[src/hw/rtl/bba_pkg.sv]
`timescale 1ns / 1ps
// Shared types and constants for the block bitmap allocator.
// No dependencies; the allocator unit and bba_first_zero import this package.
package bba_pkg;

   localparam int unsigned WORD_BITS = 64;
   localparam int unsigned BYTE_BITS = 8;
   localparam int unsigned BYTES_PER_WORD = WORD_BITS / BYTE_BITS;
   localparam int unsigned BLK_W = 10;
   localparam int unsigned COUNT_W = 11;
   localparam int unsigned CFG_W = 10;

   typedef enum logic [1:0] {
      CMD_ALLOC,
      CMD_FREE,
      CMD_READ,
      CMD_MARK
   } bba_cmd_type;

   typedef enum logic [1:0] {
      STAT_DONE,
      STAT_NO_FREE,
      STAT_IGNORED
   } bba_status_type;

   typedef enum logic {
      REG_DATA_FIRST,
      REG_DATA_LAST
   } bba_reg_type;

   typedef enum logic [2:0] {
      ST_CLEAR,
      ST_IDLE,
      ST_SCAN,
      ST_LOOK,
      ST_RESULT
   } bba_state_type;

   // first clear bit of one map word
   typedef struct packed {
      logic       found;
      logic [5:0] idx;
   } bba_find_type;

endpackage

[src/hw/rtl/bba_req_if.sv]
`timescale 1ns / 1ps
// Command channel of the block bitmap allocator: valid, ready and one command word.
// Stand-alone; no package needed.
interface bba_req_if;
   logic       valid;
   logic       ready;
   logic [1:0] command;
   logic [9:0] block_number;

   modport source (output valid, output command, output block_number, input ready);
   modport sink (input valid, input command, input block_number, output ready);
endinterface

[src/hw/rtl/bba_rsp_if.sv]
`timescale 1ns / 1ps
// Result channel of the block bitmap allocator: valid, ready and one result word.
// Stand-alone; no package needed.
interface bba_rsp_if;
   logic        valid;
   logic        ready;
   logic [9:0]  result_block;
   logic [1:0]  status;
   logic        bit_value;
   logic [10:0] free_count;

   modport source (output valid, output result_block, output status, output bit_value,
                   output free_count, input ready);
   modport sink (input valid, input result_block, input status, input bit_value,
                 input free_count, output ready);
endinterface

[src/hw/rtl/block_bitmap_allocator_unit.sv]
`timescale 1ns / 1ps
// Block bitmap allocator, first fit, map held as 64-bit words in one RAM.
// Free, read and mark read the addressed word if in the map and form the result; allocate scans
// map words from the first until one has a clear bit (1 to ceil(NUM_BLOCKS/64), 16 by default),
// one word per cycle through the RAM read port. Allocate with no free block skips the scan.
// One command at a time; the next is taken once its result sits in the output register.
// Reset: a clearing pass writes ceil(NUM_BLOCKS/64) words (16 by default), no command taken.
module block_bitmap_allocator_unit #(
   parameter int unsigned NUM_BLOCKS = 1024
) (
   input  logic        clock,
   input  logic        reset,
   bba_req_if.sink     req_ch,
   bba_rsp_if.source   rsp_ch,
   input  logic        csr_wr_en,
   input  logic        csr_index,
   input  logic [9:0]  csr_wdata
);
   import bba_pkg::*;

   localparam int unsigned ROWS = (NUM_BLOCKS + WORD_BITS - 1) / WORD_BITS;
   localparam int unsigned AW = (ROWS > 1) ? $clog2(ROWS) : 1;
   localparam int unsigned FW = $clog2(NUM_BLOCKS + 1);
   localparam int unsigned FEW = (FW > COUNT_W) ? FW : COUNT_W;
   localparam int unsigned NW = AW + 6;
   localparam int unsigned NEW = (NW > BLK_W) ? NW : BLK_W;
   localparam int unsigned LAST_VALID = NUM_BLOCKS - WORD_BITS * (ROWS - 1);
   localparam logic [AW-1:0] LAST_ROW = AW'(ROWS - 1);
   localparam logic [FW-1:0] FREE_MAX = FW'(NUM_BLOCKS);
   localparam logic [16:0] NUM_BLOCKS_EXT = 17'(NUM_BLOCKS);
   localparam logic [63:0] LAST_ONE = 64'd1 << LAST_VALID;
   // bits of the last word that lie beyond the map count as used
   localparam logic [63:0] LAST_PAD = ~(LAST_ONE - 64'd1);

   bba_state_type  state_ff, state_in;
   bba_cmd_type    cmd_ff, cmd_in;
   logic [9:0]     blk_ff, blk_in;
   logic [AW-1:0]  row_ff, row_in;
   logic [FW-1:0]  free_ff, free_in;
   logic [9:0]     data_first_ff, data_last_ff;
   logic [9:0]     res_blk_ff, res_blk_in;
   bba_status_type res_stat_ff, res_stat_in;
   logic           res_bit_ff, res_bit_in;
   logic           rsp_valid_ff, rsp_valid_in;
   logic [9:0]     rsp_blk_ff;
   bba_status_type rsp_stat_ff;
   logic           rsp_bit_ff;
   logic [10:0]    rsp_free_ff;

   logic           accept;
   logic           out_free;
   logic           inmap;
   logic [16:0]    req_blk_ext;
   logic           mem_wr_en;
   logic [AW-1:0]  mem_wr_addr;
   logic [63:0]    mem_wr_data;
   logic [AW-1:0]  mem_rd_addr;
   logic [63:0]    mem_rd_data;
   logic [63:0]    scan_word;
   bba_find_type   find;
   logic [NW-1:0]  found_blk;
   logic [NEW-1:0] found_blk_ext;
   logic [FEW-1:0] free_ext;
   logic           look_bit;
   logic [63:0]    look_mask;
   logic           free_ok;

   assign req_ch.ready = (state_ff == ST_IDLE);
   assign accept       = req_ch.valid && req_ch.ready;
   assign out_free     = !rsp_valid_ff || rsp_ch.ready;
   assign req_blk_ext  = 17'(req_ch.block_number);
   assign inmap        = req_blk_ext < NUM_BLOCKS_EXT;

   assign scan_word     = mem_rd_data | ((row_ff == LAST_ROW) ? LAST_PAD : 64'd0);
   assign found_blk     = {row_ff, find.idx};
   assign found_blk_ext = NEW'(found_blk);
   assign look_bit      = mem_rd_data[blk_ff[5:0]];
   assign look_mask     = 64'd1 << blk_ff[5:0];
   assign free_ok       = (blk_ff != 10'd0) && (data_first_ff <= blk_ff)
                          && (blk_ff <= data_last_ff) && look_bit;
   assign free_ext      = FEW'(free_ff);

   bba_first_zero u_first_zero (
      .word (scan_word),
      .find (find)
   );

   bba_ram #(
      .WIDTH (WORD_BITS),
      .DEPTH (ROWS),
      .ADDR_W(AW)
   ) u_map (
      .clock  (clock),
      .wr_en  (mem_wr_en),
      .wr_addr(mem_wr_addr),
      .wr_data(mem_wr_data),
      .rd_addr(mem_rd_addr),
      .rd_data(mem_rd_data)
   );

   // next state
   always_comb begin
      state_in = state_ff;
      case (state_ff)
         ST_CLEAR: begin
            if (row_ff == LAST_ROW) begin
               state_in = ST_IDLE;
            end
         end
         ST_IDLE: begin
            if (accept) begin
               if (bba_cmd_type'(req_ch.command) == CMD_ALLOC) begin
                  state_in = (free_ff == '0) ? ST_RESULT : ST_SCAN;
               end else begin
                  state_in = inmap ? ST_LOOK : ST_RESULT;
               end
            end
         end
         ST_SCAN: begin
            if (find.found || row_ff == LAST_ROW) begin
               state_in = ST_RESULT;
            end
         end
         ST_LOOK: state_in = ST_RESULT;
         ST_RESULT: begin
            if (out_free) begin
               state_in = ST_IDLE;
            end
         end
         default: state_in = ST_IDLE;
      endcase
   end

   // datapath and memory controls
   always_comb begin
      cmd_in       = cmd_ff;
      blk_in       = blk_ff;
      row_in       = row_ff;
      free_in      = free_ff;
      res_blk_in   = res_blk_ff;
      res_stat_in  = res_stat_ff;
      res_bit_in   = res_bit_ff;
      rsp_valid_in = rsp_valid_ff && !rsp_ch.ready;
      mem_wr_en    = 1'b0;
      mem_wr_addr  = row_ff;
      mem_wr_data  = '0;
      mem_rd_addr  = row_ff + AW'(1);
      case (state_ff)
         ST_CLEAR: begin
            mem_wr_en = 1'b1;
            row_in    = row_ff + AW'(1);
         end
         ST_IDLE: begin
            cmd_in = bba_cmd_type'(req_ch.command);
            blk_in = req_ch.block_number;
            row_in = '0;
            if (bba_cmd_type'(req_ch.command) == CMD_ALLOC) begin
               mem_rd_addr = '0;
               res_blk_in  = '0;
               res_stat_in = STAT_NO_FREE;
               res_bit_in  = 1'b0;
            end else begin
               mem_rd_addr = inmap ? req_blk_ext[AW+5:6] : '0;
               res_blk_in  = req_ch.block_number;
               res_bit_in  = 1'b0;
               res_stat_in = (bba_cmd_type'(req_ch.command) == CMD_READ) ? STAT_DONE
                                                                          : STAT_IGNORED;
            end
         end
         ST_SCAN: begin
            if (find.found) begin
               mem_wr_en   = 1'b1;
               mem_wr_data = mem_rd_data | (64'd1 << find.idx);
               free_in     = free_ff - FW'(1);
               res_blk_in  = found_blk_ext[9:0];
               res_stat_in = STAT_DONE;
            end else begin
               // prefetch of the next word is already under way
               row_in = row_ff + AW'(1);
            end
         end
         ST_LOOK: begin
            mem_wr_addr = row_ff;
            res_blk_in  = blk_ff;
            res_bit_in  = look_bit;
            res_stat_in = STAT_DONE;
            case (cmd_ff)
               CMD_FREE: begin
                  if (free_ok) begin
                     mem_wr_en   = 1'b1;
                     mem_wr_data = mem_rd_data & ~look_mask;
                     if (free_ff < FREE_MAX) begin
                        free_in = free_ff + FW'(1);
                     end
                  end else begin
                     res_stat_in = STAT_IGNORED;
                  end
               end
               CMD_MARK: begin
                  if (!look_bit) begin
                     mem_wr_en   = 1'b1;
                     mem_wr_data = mem_rd_data | look_mask;
                     if (free_ff != '0) begin
                        free_in = free_ff - FW'(1);
                     end
                  end
               end
               default: ;
            endcase
         end
         ST_RESULT: begin
            if (out_free) begin
               rsp_valid_in = 1'b1;
            end
         end
         default: ;
      endcase
   end

   // state, row, free count, result valid, data range; free, read and mark load their block's row
   always_ff @(posedge clock) begin
      if (reset) begin
         state_ff      <= ST_CLEAR;
         row_ff        <= '0;
         free_ff       <= FREE_MAX;
         data_first_ff <= '0;
         data_last_ff  <= 10'd1023;
         rsp_valid_ff  <= 1'b0;
      end else begin
         state_ff     <= state_in;
         row_ff       <= (state_ff == ST_IDLE && cmd_in != CMD_ALLOC) ?
                         req_blk_ext[AW+5:6] : row_in;
         free_ff      <= free_in;
         rsp_valid_ff <= rsp_valid_in;
         if (csr_wr_en) begin
            case (bba_reg_type'(csr_index))
               REG_DATA_FIRST: data_first_ff <= csr_wdata;
               REG_DATA_LAST:  data_last_ff  <= csr_wdata;
               default: ;
            endcase
         end
      end
   end

   always_ff @(posedge clock) begin
      cmd_ff      <= cmd_in;
      blk_ff      <= blk_in;
      res_blk_ff  <= res_blk_in;
      res_stat_ff <= res_stat_in;
      res_bit_ff  <= res_bit_in;
      if (state_ff == ST_RESULT && out_free) begin
         rsp_blk_ff  <= res_blk_ff;
         rsp_stat_ff <= res_stat_ff;
         rsp_bit_ff  <= res_bit_ff;
         rsp_free_ff <= free_ext[10:0];
      end
   end

   assign rsp_ch.valid        = rsp_valid_ff;
   assign rsp_ch.result_block = rsp_blk_ff;
   assign rsp_ch.status       = rsp_stat_ff;
   assign rsp_ch.bit_value    = rsp_bit_ff;
   assign rsp_ch.free_count   = rsp_free_ff;

`ifndef ASSERT_OFF
   a_free_bound: assert property (@(posedge clock) disable iff (reset)
      free_ff <= FREE_MAX)
      else $error("free count above map size");

   a_scan_needs_free: assert property (@(posedge clock) disable iff (reset)
      (state_ff == ST_SCAN) |-> (cmd_ff == CMD_ALLOC && free_ff != '0))
      else $error("scan without a free block");

   a_rsp_from_result: assert property (@(posedge clock) disable iff (reset)
      $rose(rsp_valid_ff) |-> $past(state_ff == ST_RESULT))
      else $error("result word without a finished command");

   a_no_write_idle: assert property (@(posedge clock) disable iff (reset)
      (state_ff == ST_IDLE || state_ff == ST_RESULT) |-> !mem_wr_en)
      else $error("map written outside a command");
`endif

endmodule

[src/hw/rtl/bba_ram.sv]
`timescale 1ns / 1ps
// Generic simple dual-port RAM: one write port, one read port, registered read.
// No dependencies.
module bba_ram #(
   parameter int unsigned WIDTH = 64,
   parameter int unsigned DEPTH = 16,
   parameter int unsigned ADDR_W = (DEPTH > 1) ? $clog2(DEPTH) : 1
) (
   input  logic              clock,
   input  logic              wr_en,
   input  logic [ADDR_W-1:0] wr_addr,
   input  logic [WIDTH-1:0]  wr_data,
   input  logic [ADDR_W-1:0] rd_addr,
   output logic [WIDTH-1:0]  rd_data
);

   logic [WIDTH-1:0] mem [DEPTH];
   logic [WIDTH-1:0] rd_data_ff;

   always_ff @(posedge clock) begin
      if (wr_en) begin
         mem[wr_addr] <= wr_data;
      end
      rd_data_ff <= mem[rd_addr];
   end

   assign rd_data = rd_data_ff;

endmodule

[src/hw/rtl/bba_first_zero.sv]
`timescale 1ns / 1ps
// Finds the lowest clear bit of one 64-bit map word, byte by byte.
// Depends on bba_pkg.
module bba_first_zero (
   input  logic [63:0]          word,
   output bba_pkg::bba_find_type find
);
   import bba_pkg::*;

   logic [BYTES_PER_WORD-1:0] full;
   logic [2:0]                pos [BYTES_PER_WORD];
   logic [2:0]                sel;

   // lowest clear bit inside each byte
   always_comb begin
      for (int b = 0; b < BYTES_PER_WORD; b++) begin
         full[b] = &word[b*BYTE_BITS +: BYTE_BITS];
         pos[b]  = '0;
         for (int j = BYTE_BITS - 1; j >= 0; j--) begin
            if (!word[b*BYTE_BITS + j]) begin
               pos[b] = 3'(j);
            end
         end
      end
   end

   // lowest byte that is not full
   always_comb begin
      sel = '0;
      for (int b = BYTES_PER_WORD - 1; b >= 0; b--) begin
         if (!full[b]) begin
            sel = 3'(b);
         end
      end
      find.found = ~&full;
      find.idx   = {sel, pos[sel]};
   end

endmodule
[src/flat_wrapper.sv]
// flat-port wrapper written by rule: the top's interface ports become plain ports
module block_bitmap_allocator_unit_flat import bba_pkg::*;
#(
   parameter int unsigned NUM_BLOCKS = 1024
)
  (clock, reset, csr_wr_en, csr_index, csr_wdata, req_ch_valid, req_ch_command, req_ch_block_number, req_ch_ready, rsp_ch_valid, rsp_ch_result_block, rsp_ch_status, rsp_ch_bit_value, rsp_ch_free_count, rsp_ch_ready);
  bba_req_if req_ch_i ();
  bba_rsp_if rsp_ch_i ();
  input  logic clock;
  input  logic reset;
  input  logic csr_wr_en;
  input  logic csr_index;
  input  logic [9:0] csr_wdata;
  input wire logic [$bits(req_ch_i.valid)-1:0] req_ch_valid;
  input wire logic [$bits(req_ch_i.command)-1:0] req_ch_command;
  input wire logic [$bits(req_ch_i.block_number)-1:0] req_ch_block_number;
  output wire logic [$bits(req_ch_i.ready)-1:0] req_ch_ready;
  output wire logic [$bits(rsp_ch_i.valid)-1:0] rsp_ch_valid;
  output wire logic [$bits(rsp_ch_i.result_block)-1:0] rsp_ch_result_block;
  output wire logic [$bits(rsp_ch_i.status)-1:0] rsp_ch_status;
  output wire logic [$bits(rsp_ch_i.bit_value)-1:0] rsp_ch_bit_value;
  output wire logic [$bits(rsp_ch_i.free_count)-1:0] rsp_ch_free_count;
  input wire logic [$bits(rsp_ch_i.ready)-1:0] rsp_ch_ready;
  assign req_ch_i.valid = req_ch_valid;
  assign req_ch_i.command = req_ch_command;
  assign req_ch_i.block_number = req_ch_block_number;
  assign req_ch_ready = req_ch_i.ready;
  assign rsp_ch_valid = rsp_ch_i.valid;
  assign rsp_ch_result_block = rsp_ch_i.result_block;
  assign rsp_ch_status = rsp_ch_i.status;
  assign rsp_ch_bit_value = rsp_ch_i.bit_value;
  assign rsp_ch_free_count = rsp_ch_i.free_count;
  assign rsp_ch_i.ready = rsp_ch_ready;
  block_bitmap_allocator_unit #(.NUM_BLOCKS(NUM_BLOCKS)) u_core (.clock(clock), .reset(reset), .req_ch(req_ch_i), .rsp_ch(rsp_ch_i), .csr_wr_en(csr_wr_en), .csr_index(csr_index), .csr_wdata(csr_wdata));
endmodule
[config.mk]
export PLATFORM = sky130hd
export DESIGN_NAME = block_bitmap_allocator_unit_flat
export DESIGN_NICKNAME = d
export VERILOG_FILES = /design/src/hw/rtl/bba_pkg.sv /design/src/hw/rtl/bba_req_if.sv /design/src/hw/rtl/bba_rsp_if.sv /design/src/hw/rtl/block_bitmap_allocator_unit.sv /design/src/hw/rtl/bba_ram.sv /design/src/hw/rtl/bba_first_zero.sv /design/src/flat_wrapper.sv
export SDC_FILE = /design/constraint.sdc
export NUM_CORES = 2
export LEC_CHECK = 0
export BUFFER_PORTS_ARGS = -buffer_cell sky130_fd_sc_hd__buf_2
export CORE_ASPECT_RATIO = 0.6
export CORE_MARGIN = 10
export CORE_UTILIZATION = 35
export CTS_CLUSTER_DIAMETER = 100
export DETAILED_ROUTE_END_ITERATION = 8
export SKIP_LAST_GASP = 1
export SLEW_MARGIN = 20
export SYNTH_ARGS = -nofsm -noshare
export SYNTH_HDL_FRONTEND = slang
export SYNTH_SLANG_ARGS = --single-unit
export TNS_END_PERCENT = 5
[constraint.sdc]
create_clock -name clock -period 23.7 [get_ports clock]
set_clock_uncertainty 0.2 [all_clocks]
set_input_delay 4.74 -clock clock [delete_from_list [all_inputs] [get_ports clock]]
set_output_delay 4.74 -clock clock [all_outputs]
set_load 0.1 [all_outputs]
After elaboration in Yosys (flattened, before gate mapping)
Memories as Yosys holds them, arrays and structs flattened. A register that Yosys moved wholly into a read port is not among the register bits.
Index checks and enable logic that the tools add are counted.
{ "op_classes": {"addsub": 3, "order_cmp": 6, "eq_ne": 19, "n_shift": 2, "muxes": 123, "bitwise_logic": 6, "reduce_logical": 37} }
{ "ops": {"columns": ["op", "count"], "rows": [
  ["one-hot mux 64 bit (2 select lines)", 2],
  ["2-to-1 mux 3 bit", 81],
  ["2-to-1 mux 64 bit", 3],
  ["OR 64 bit", 2],
  ["left shift 1 x 6 -> 64 bit (first input constant)", 2],
  ["bitwise AND 64 bit", 1],
  ["inverter 64 bit", 1],
  ["AND reduction 64 bit", 1],
  ["AND reduction 8 bit", 8],
  ["2-to-1 mux 11 bit", 5],
  ["one-hot mux 11 bit (2 select lines)", 2],
  ["one-hot mux 10 bit (3 select lines)", 1],
  ["<= comparator 10 bit", 2],
  ["2-to-1 mux 10 bit", 2],
  ["2-to-1 mux 4 bit", 5],
  ["!= test 3 x 2 -> 1 bit (second input constant)", 5],
  ["one-hot mux 3 bit (5 select lines)", 1],
  ["2-to-1 mux 2 bit", 6],
  ["one-hot mux 4 bit (3 select lines)", 1],
  ["adder 11 x 1 -> 11 bit (second input constant)", 1],
  ["zero test 11 bit", 1],
  ["< comparator 10 x 11 -> 1 bit (second input constant)", 1],
  ["< comparator 11 bit (second input constant)", 1],
  ["nonzero test 11 bit", 1],
  ["33 further kinds", 60]
]} }
{ "totals": {"register_bits": 88, "mem_bits_rw": 1024, "input_bits": 28, "out_inout_bits": 26, "word_cells": 212, "mem_count": 1} }
{ "memory_table": {"columns": ["name", "words", "word_bits", "read_ports", "rd_ports_with_merged_regs", "write_ports", "line", "text"], "rows": [
  ["u_core.u_map.mem", 16, 64, 1, 1, 1, "bba_ram.sv:17", "logic [WIDTH-1:0] mem [DEPTH];"]
]} }

Logic depth before layout (Yosys ltp)
{ "logic_depth": {"word_depth": 17, "ltp_mapped": 15, "ltp_nobuf": 10} }

By module
From an unflattened synthesis, not the netlist that was laid out.
{ "unflattened": {"cells_unflattened": 2619, "hier_area_um2": 47584.4} }
{ "by_module_without_submodules": {"columns": ["mod", "n_inst", "cells_each", "area_per_inst_um2", "seq_area_each_um2"], "rows": [
  ["bba_ram", 1, 1647, 39583.0, 32030.7],
  ["block_bitmap_allocator_unit", 1, 822, 7128.1, 2232.1],
  ["bba_first_zero", 1, 150, 873.3, 0.0]
]} }

Worst setup path after synthesis
No wires, ideal clock.
{ "synth_timing": {"path_type": "reg2reg", "start": "register u_core.blk_ff[1]", "end": "memory u_core.u_map.mem[3][0], enable pin", "setup_time_ns": 0.565, "t_arrival_ns": 7.068, "t_required_ns": 22.935, "slack_ns": 15.867, "path_stages_with_launch": 14, "path_buffers": 3, "period_less_slack_ns": 7.833, "cell_sequence": "edfxtp_1 -> buf_2 -> buf_2 -> inv_1 -> ha_1 -> nor2b_1 -> o21bai_1 -> a31o_2 -> a21oi_1 -> or3_1 -> o311ai_1 -> buf_4 -> o21ai_0 -> nor3_1"} }
{ "synth_via": {"elab_chain_len": 9, "elab_cells_between_ends": 14, "cone_classes": "order compare: 2; mux: 8; reduce/logical: 4"} }
{ "synth_rtl": {"columns": ["element", "line", "text"], "rows": [
  ["start: declaration", "block_bitmap_allocator_unit.sv:37", "logic [9:0] blk_ff, blk_in;"],
  ["start signal: assignment", "block_bitmap_allocator_unit.sv:247", "blk_ff <= blk_in;"],
  ["<= comparator 10 bit / nonzero test 10 bit (equally long branches)", "block_bitmap_allocator_unit.sv:79", "assign free_ok = (blk_ff != 10'd0) && (data_first_ff <= blk_ff)"],
  ["logical AND 1 bit", "block_bitmap_allocator_unit.sv:79", null],
  ["logical AND 1 bit (2 in series)", "block_bitmap_allocator_unit.sv:80", "&& (blk_ff <= data_last_ff) && look_bit;"],
  ["2-to-1 mux 1 bit", "block_bitmap_allocator_unit.sv:189", "if (free_ok) begin"],
  ["one-hot mux 1 bit (2 select lines) *", "block_bitmap_allocator_unit.sv:187", "case (cmd_ff)"],
  ["one-hot mux 1 bit (3 select lines) *", "block_bitmap_allocator_unit.sv:148", "case (state_ff)"],
  ["2-to-1 mux 1 bit *", "bba_ram.sv:21", "if (wr_en) begin"],
  ["2-to-1 mux 1 bit (implied by the code) *", "bba_ram.sv:22", "mem[wr_addr] <= wr_data;"],
  ["end: declaration", "bba_ram.sv:17", null]
]} }
Every way passes the cells marked *; elsewhere a longest branch is shown, timed or not. The select of a mux whose other input is x is not followed.

Worst setup path in the final report
{ "layout_timing": {"start": "input req_ch_command[0]", "end": "register u_core.u_map.rd_data_ff[20] (netlist: u_core.u_map.rd_data[20]) (read register of u_core.u_map.mem)"} }
{ "layout_via": {"elab_chain_len": 3} }
{ "layout_rtl": {"columns": ["element", "line", "text"], "rows": [
  ["start: declaration", "flat_wrapper.sv:15", "input wire logic [$bits(req_ch_i.command)-1:0] req_ch_command;"],
  ["zero test 2 bit", "block_bitmap_allocator_unit.sv:157", "if (bba_cmd_type'(req_ch.command) == CMD_ALLOC) begin"],
  ["2-to-1 mux 4 bit", "block_bitmap_allocator_unit.sv:157", null],
  ["2-to-1 mux 4 bit", "block_bitmap_allocator_unit.sv:148", null],
  ["end: declaration", "bba_ram.sv:18", "logic [WIDTH-1:0] rd_data_ff;"]
]} }
Every way passes these cells.
A chain may end at the register's enable or synchronous reset.

==> flow_metrics.tcl <==
set metrics [dict create \
    run_status "finished clean" \
    grt_overflow_total 0 \
    netlist_instances 3559 \
    timing.final.hold_violations 0 \
    path_class "primary input to register" \
    rsz_0062_raised_after_global_routing "false" \
    syn_avg_cell_area_um2 13.8 \
    finalNetCount 3626 \
    library_cell_with_the_largest_summed_area_after_synthesis "edfxtp_1" \
    p_total_mw 4.67 \
    finalMaxSlewViolations 0 \
    rows 106 \
    pin_count_of_the_biggest_net_entering_global_routing 179 \
    cp_cell_sequence "buf_2, or2_2, nand2_1, mux2i_4, buf_4, buf_4, buf_4, buf_12, nor2b_1, a211oi_1, a211oi_1, a211oi_1, a21oi_1" \
    fin_util_pct 39.8 \
    drt-vias-per-instance 5.65 \
    initial_core_util_pct 35.3 \
    yosys.area.top_type_share_pct 65.3 \
    die-width_um 504 \
    worstPathArrival_ns 9.41 \
    detail-route-antenna-nets 0 \
    critical_path.max_fanout 178 \
    detailedRoute.firstPassIterationCount 6 \
    core_area_um2 140000 \
    number_of_synthesized_register_bits 1176 \
    synth_edf_count 1071 \
    timing.critical_path.to_type "register" \
    power.static_leakage_nw 19.2 \
    yosysWarnings 0 \
    post-cts-setup-buffers 0 \
    cpPeakStageDelay_ns 0.82 \
    htree_levels 3 \
    synth_top_family_by_area "compound AO/OA/AOI/OAI gates" \
    synthAdderAreaFrac_pct 0.661 \
    areaGrowthSynthToFinish_pct 12.7 \
    ir_drop_mv 0.0789 \
    final_gp_congestion 0.985 \
    first_global_vias 28700 \
    worst_hold_path_type "register to register" \
    cts.sink_count 1176 \
    yosysUniqueCellTypes 89 \
    kind_of_launch_point_of_the_worst_setup_path "primary input" \
    synth_xor_xnor_area_share_pct 0.0712 \
    die_h_um 311 \
    postCtsHoldBufs 0 \
    synth.top_cells.by_area "edfxtp_1 65%, a211oi_1 6.9%, dfxtp_1 4.3%, nand2_1 3.0%, mux2i_1 2.9%" \
    clk_root_buffer_cell "clkbuf_16" \
    floorplan.die_area_um2 157000 \
    cts.clk_slew.worst_paths_ns 0.07 \
    synth_ff_type "edfxtp_1" \
    pwr_density_nw_per_um2 84.1 \
    crit_slowest_cell "buf_4" \
    top_level_ports 54 \
    post_cts.resized_instances 0 \
    totalNegativeSetupSlack_ns 0 \
    min_period_ns 9.03 \
    initialDrtViolationCount 3874 \
    synth_compound_gate_area_share_pct 14.4 \
    num_vias 31400 \
    max_slew_margin_pct 25.6 \
    detail_route.wl_per_cell_um 25.1 \
    cts.path.max_buffers 3 \
    port-buffer-count 53 \
    grt_pass1_wl_mm 203 \
    setup_viol 0 \
    worst-slew-pin-transition_ns 1.12 \
    place.detailed.hpwl_mm 82.8 \
    insertion_delay_ns 0.74 \
    period_share_pct 38.1 \
    cp.required_ns 24.08 \
    cts_tree "built" \
    synth_nets 3613 \
    final_layout_size_suffix_gt1_share_pct 11.6 \
    antenna_found_initial 6 \
    mappedNetlistArea_um2 49200 \
    portion_of_the_post_synthesis_area_used_by_sequential_elements_pct 69.6 \
    async_reset_ff_share_pct 0 \
    post_synth_and_or_nand_nor_area_fraction_pct 9.13 \
    drc_errors 0 \
    max_cap_viol_count 0 \
    clock.fmax_ghz 0.111 \
    yosys-mux-area-fraction_pct 3.71 \
    wl_mm 139 \
    cts_bufs_inserted 100 \
    grt.total_usage_pct 17.0 \
]
==> cell type report <==
class,count,area [um^2]
Timing Repair Buffer,154,1060
Sequential cell,1176,34300
Tap cell,1890,2360
Clock buffer,135,2820
Fill cell,13000,84000
Inverter,48,180
Multi-Input combinational cell,2092,14100
Clock inverter,55,708
Antenna cell,1,2.50
==> cells in the final DEF, fill, tap and decap left out, drive strengths merged, types with 39 or more instances in the layout <==
| cell | Yosys | layout |
|---|---|---|
| o221ai | 39 | 39 |
| a31oi | 140 | 140 |
| clkbuf | 210 | 136 |
| a211oi | 454 | 454 |
| nand2 | 390 | 390 |
| nand3 | 57 | 57 |
| nor2 | 77 | 77 |
| dfxtp | 105 | 105 |
| o21ai | 45 | 45 |
| buf | 33 | 153 |
| inv | 48 | 53 |
| a21oi | 156 | 156 |
| nor2b | 131 | 131 |
| mux2i | 142 | 142 |
| o211ai | 70 | 70 |
| and2 | 130 | 130 |
| edfxtp | 1071 | 1071 |
==> flip-flops by register name, summed over array words and instances (netlist names), 10 cells and up <==
register and count:
u_core.u_map.mem 1024, u_core.u_map.rd_data 64, u_core.free_ext 11, u_core.rsp_ch.free_count 11, u_core.blk_ff 10, u_core.data_first_ff 10
u_core.data_last_ff 10, u_core.res_blk_ff 10, u_core.rsp_ch.result_block 10
==> worst paths after layout <==
kind	end	cells after the start	slack, ns	start
max	u_core.u_map.rd_data[20]	13	14.67	req_ch_command[0]
min	u_core.rsp_ch.result_block[8]	0	0.22	u_core.res_blk_ff[8]
max reg2reg	u_core.u_map.rd_data[20]	13	17.35	u_core.state_ff[0]
min reg2reg	u_core.rsp_ch.result_block[8]	0	0.22	u_core.res_blk_ff[8]
==> per-stage QoR <==
stage / hold slack [ns] / setup slack, ns / instances / cell area [um^2]
2_1_floorplan: 0.200 / 15.87 / 3559 / 49200
3_3_place_gp: 0.203 / 14.12 / 5357 / 51900
6_report: 0.221 / 14.67 / 5551 / 55500
3_5_place_dp: 0.205 / 14.00 / 5357 / 51900
5_1_grt: 0.225 / 14.33 / 5551 / 55500
4_1_cts: 0.222 / 14.77 / 5547 / 55400
==> report_power, final <==
group / switching [mW] / total (mW) / leakage (nW) / internal, mW
Clock: 0.767 / 1.76 / 1.73 / 0.994
Sequential: 0.103 / 2.42 / 12.1 / 2.31
Combinational: 0.332 / 0.486 / 5.41 / 0.154
==> metal layers <==
metal  routed length, um  GRT usage [%]  vias to the layer above
li1                    -              -                    14000
met1               68500           27.7                    15800
met2               55300           22.7                     1369
met3               12700           3.45                      189
met4                2800           3.45                        0
met5                   0              0                        -
==> cells by family after synthesis <==
logic type / Yosys count
buffers and inverters: 291
muxes: 163
adders and majority gates: 26
DFF: 1176
AOI/OAI and AO/OA: 1005
xor gates and xnor gates: 4
and+or+nand+nor: 894
==> cells in the mapped netlist, types with 5 or more instances <==
master and instances:
mux4_2 11, nand4_2 5, o211a_1 8, nor2b_1 131
a21boi_0 7, a22oi_1 7, edfxtp_1 1071, nor4_1 6
a21oi_1 156, o31ai_1 11, dfxtp_1 105, mux2i_1 142
o21ai_0 37, a2bb2oi_1 5, mux2_2 7, nand3_1 55
o211ai_1 68, ha_1 26, buf_2 20, nand4_1 26
and2_1 127, clkbuf_8 6, a211o_1 5, and3_1 7
nor3_1 17, o21ai_1 7, nand2b_1 13, or3_1 5
o21a_1 9, and4_2 6, inv_1 46, a21o_1 5
clkbuf_1 204, a211oi_1 454, buf_1 9, nand2_1 387
a31oi_1 140, o22ai_1 5, o221ai_1 37, nor2_1 77
==> worst max-delay path: cells and delay by family <==
family | cells | cell delay (ns)
buffers and inverters | 5 | 3.03
AOI/OAI and AO/OA | 4 | 0.67
and+or+nand+nor | 3 | 0.51
muxes | 1 | 0.15
Power figures use the tool's default switching activity.
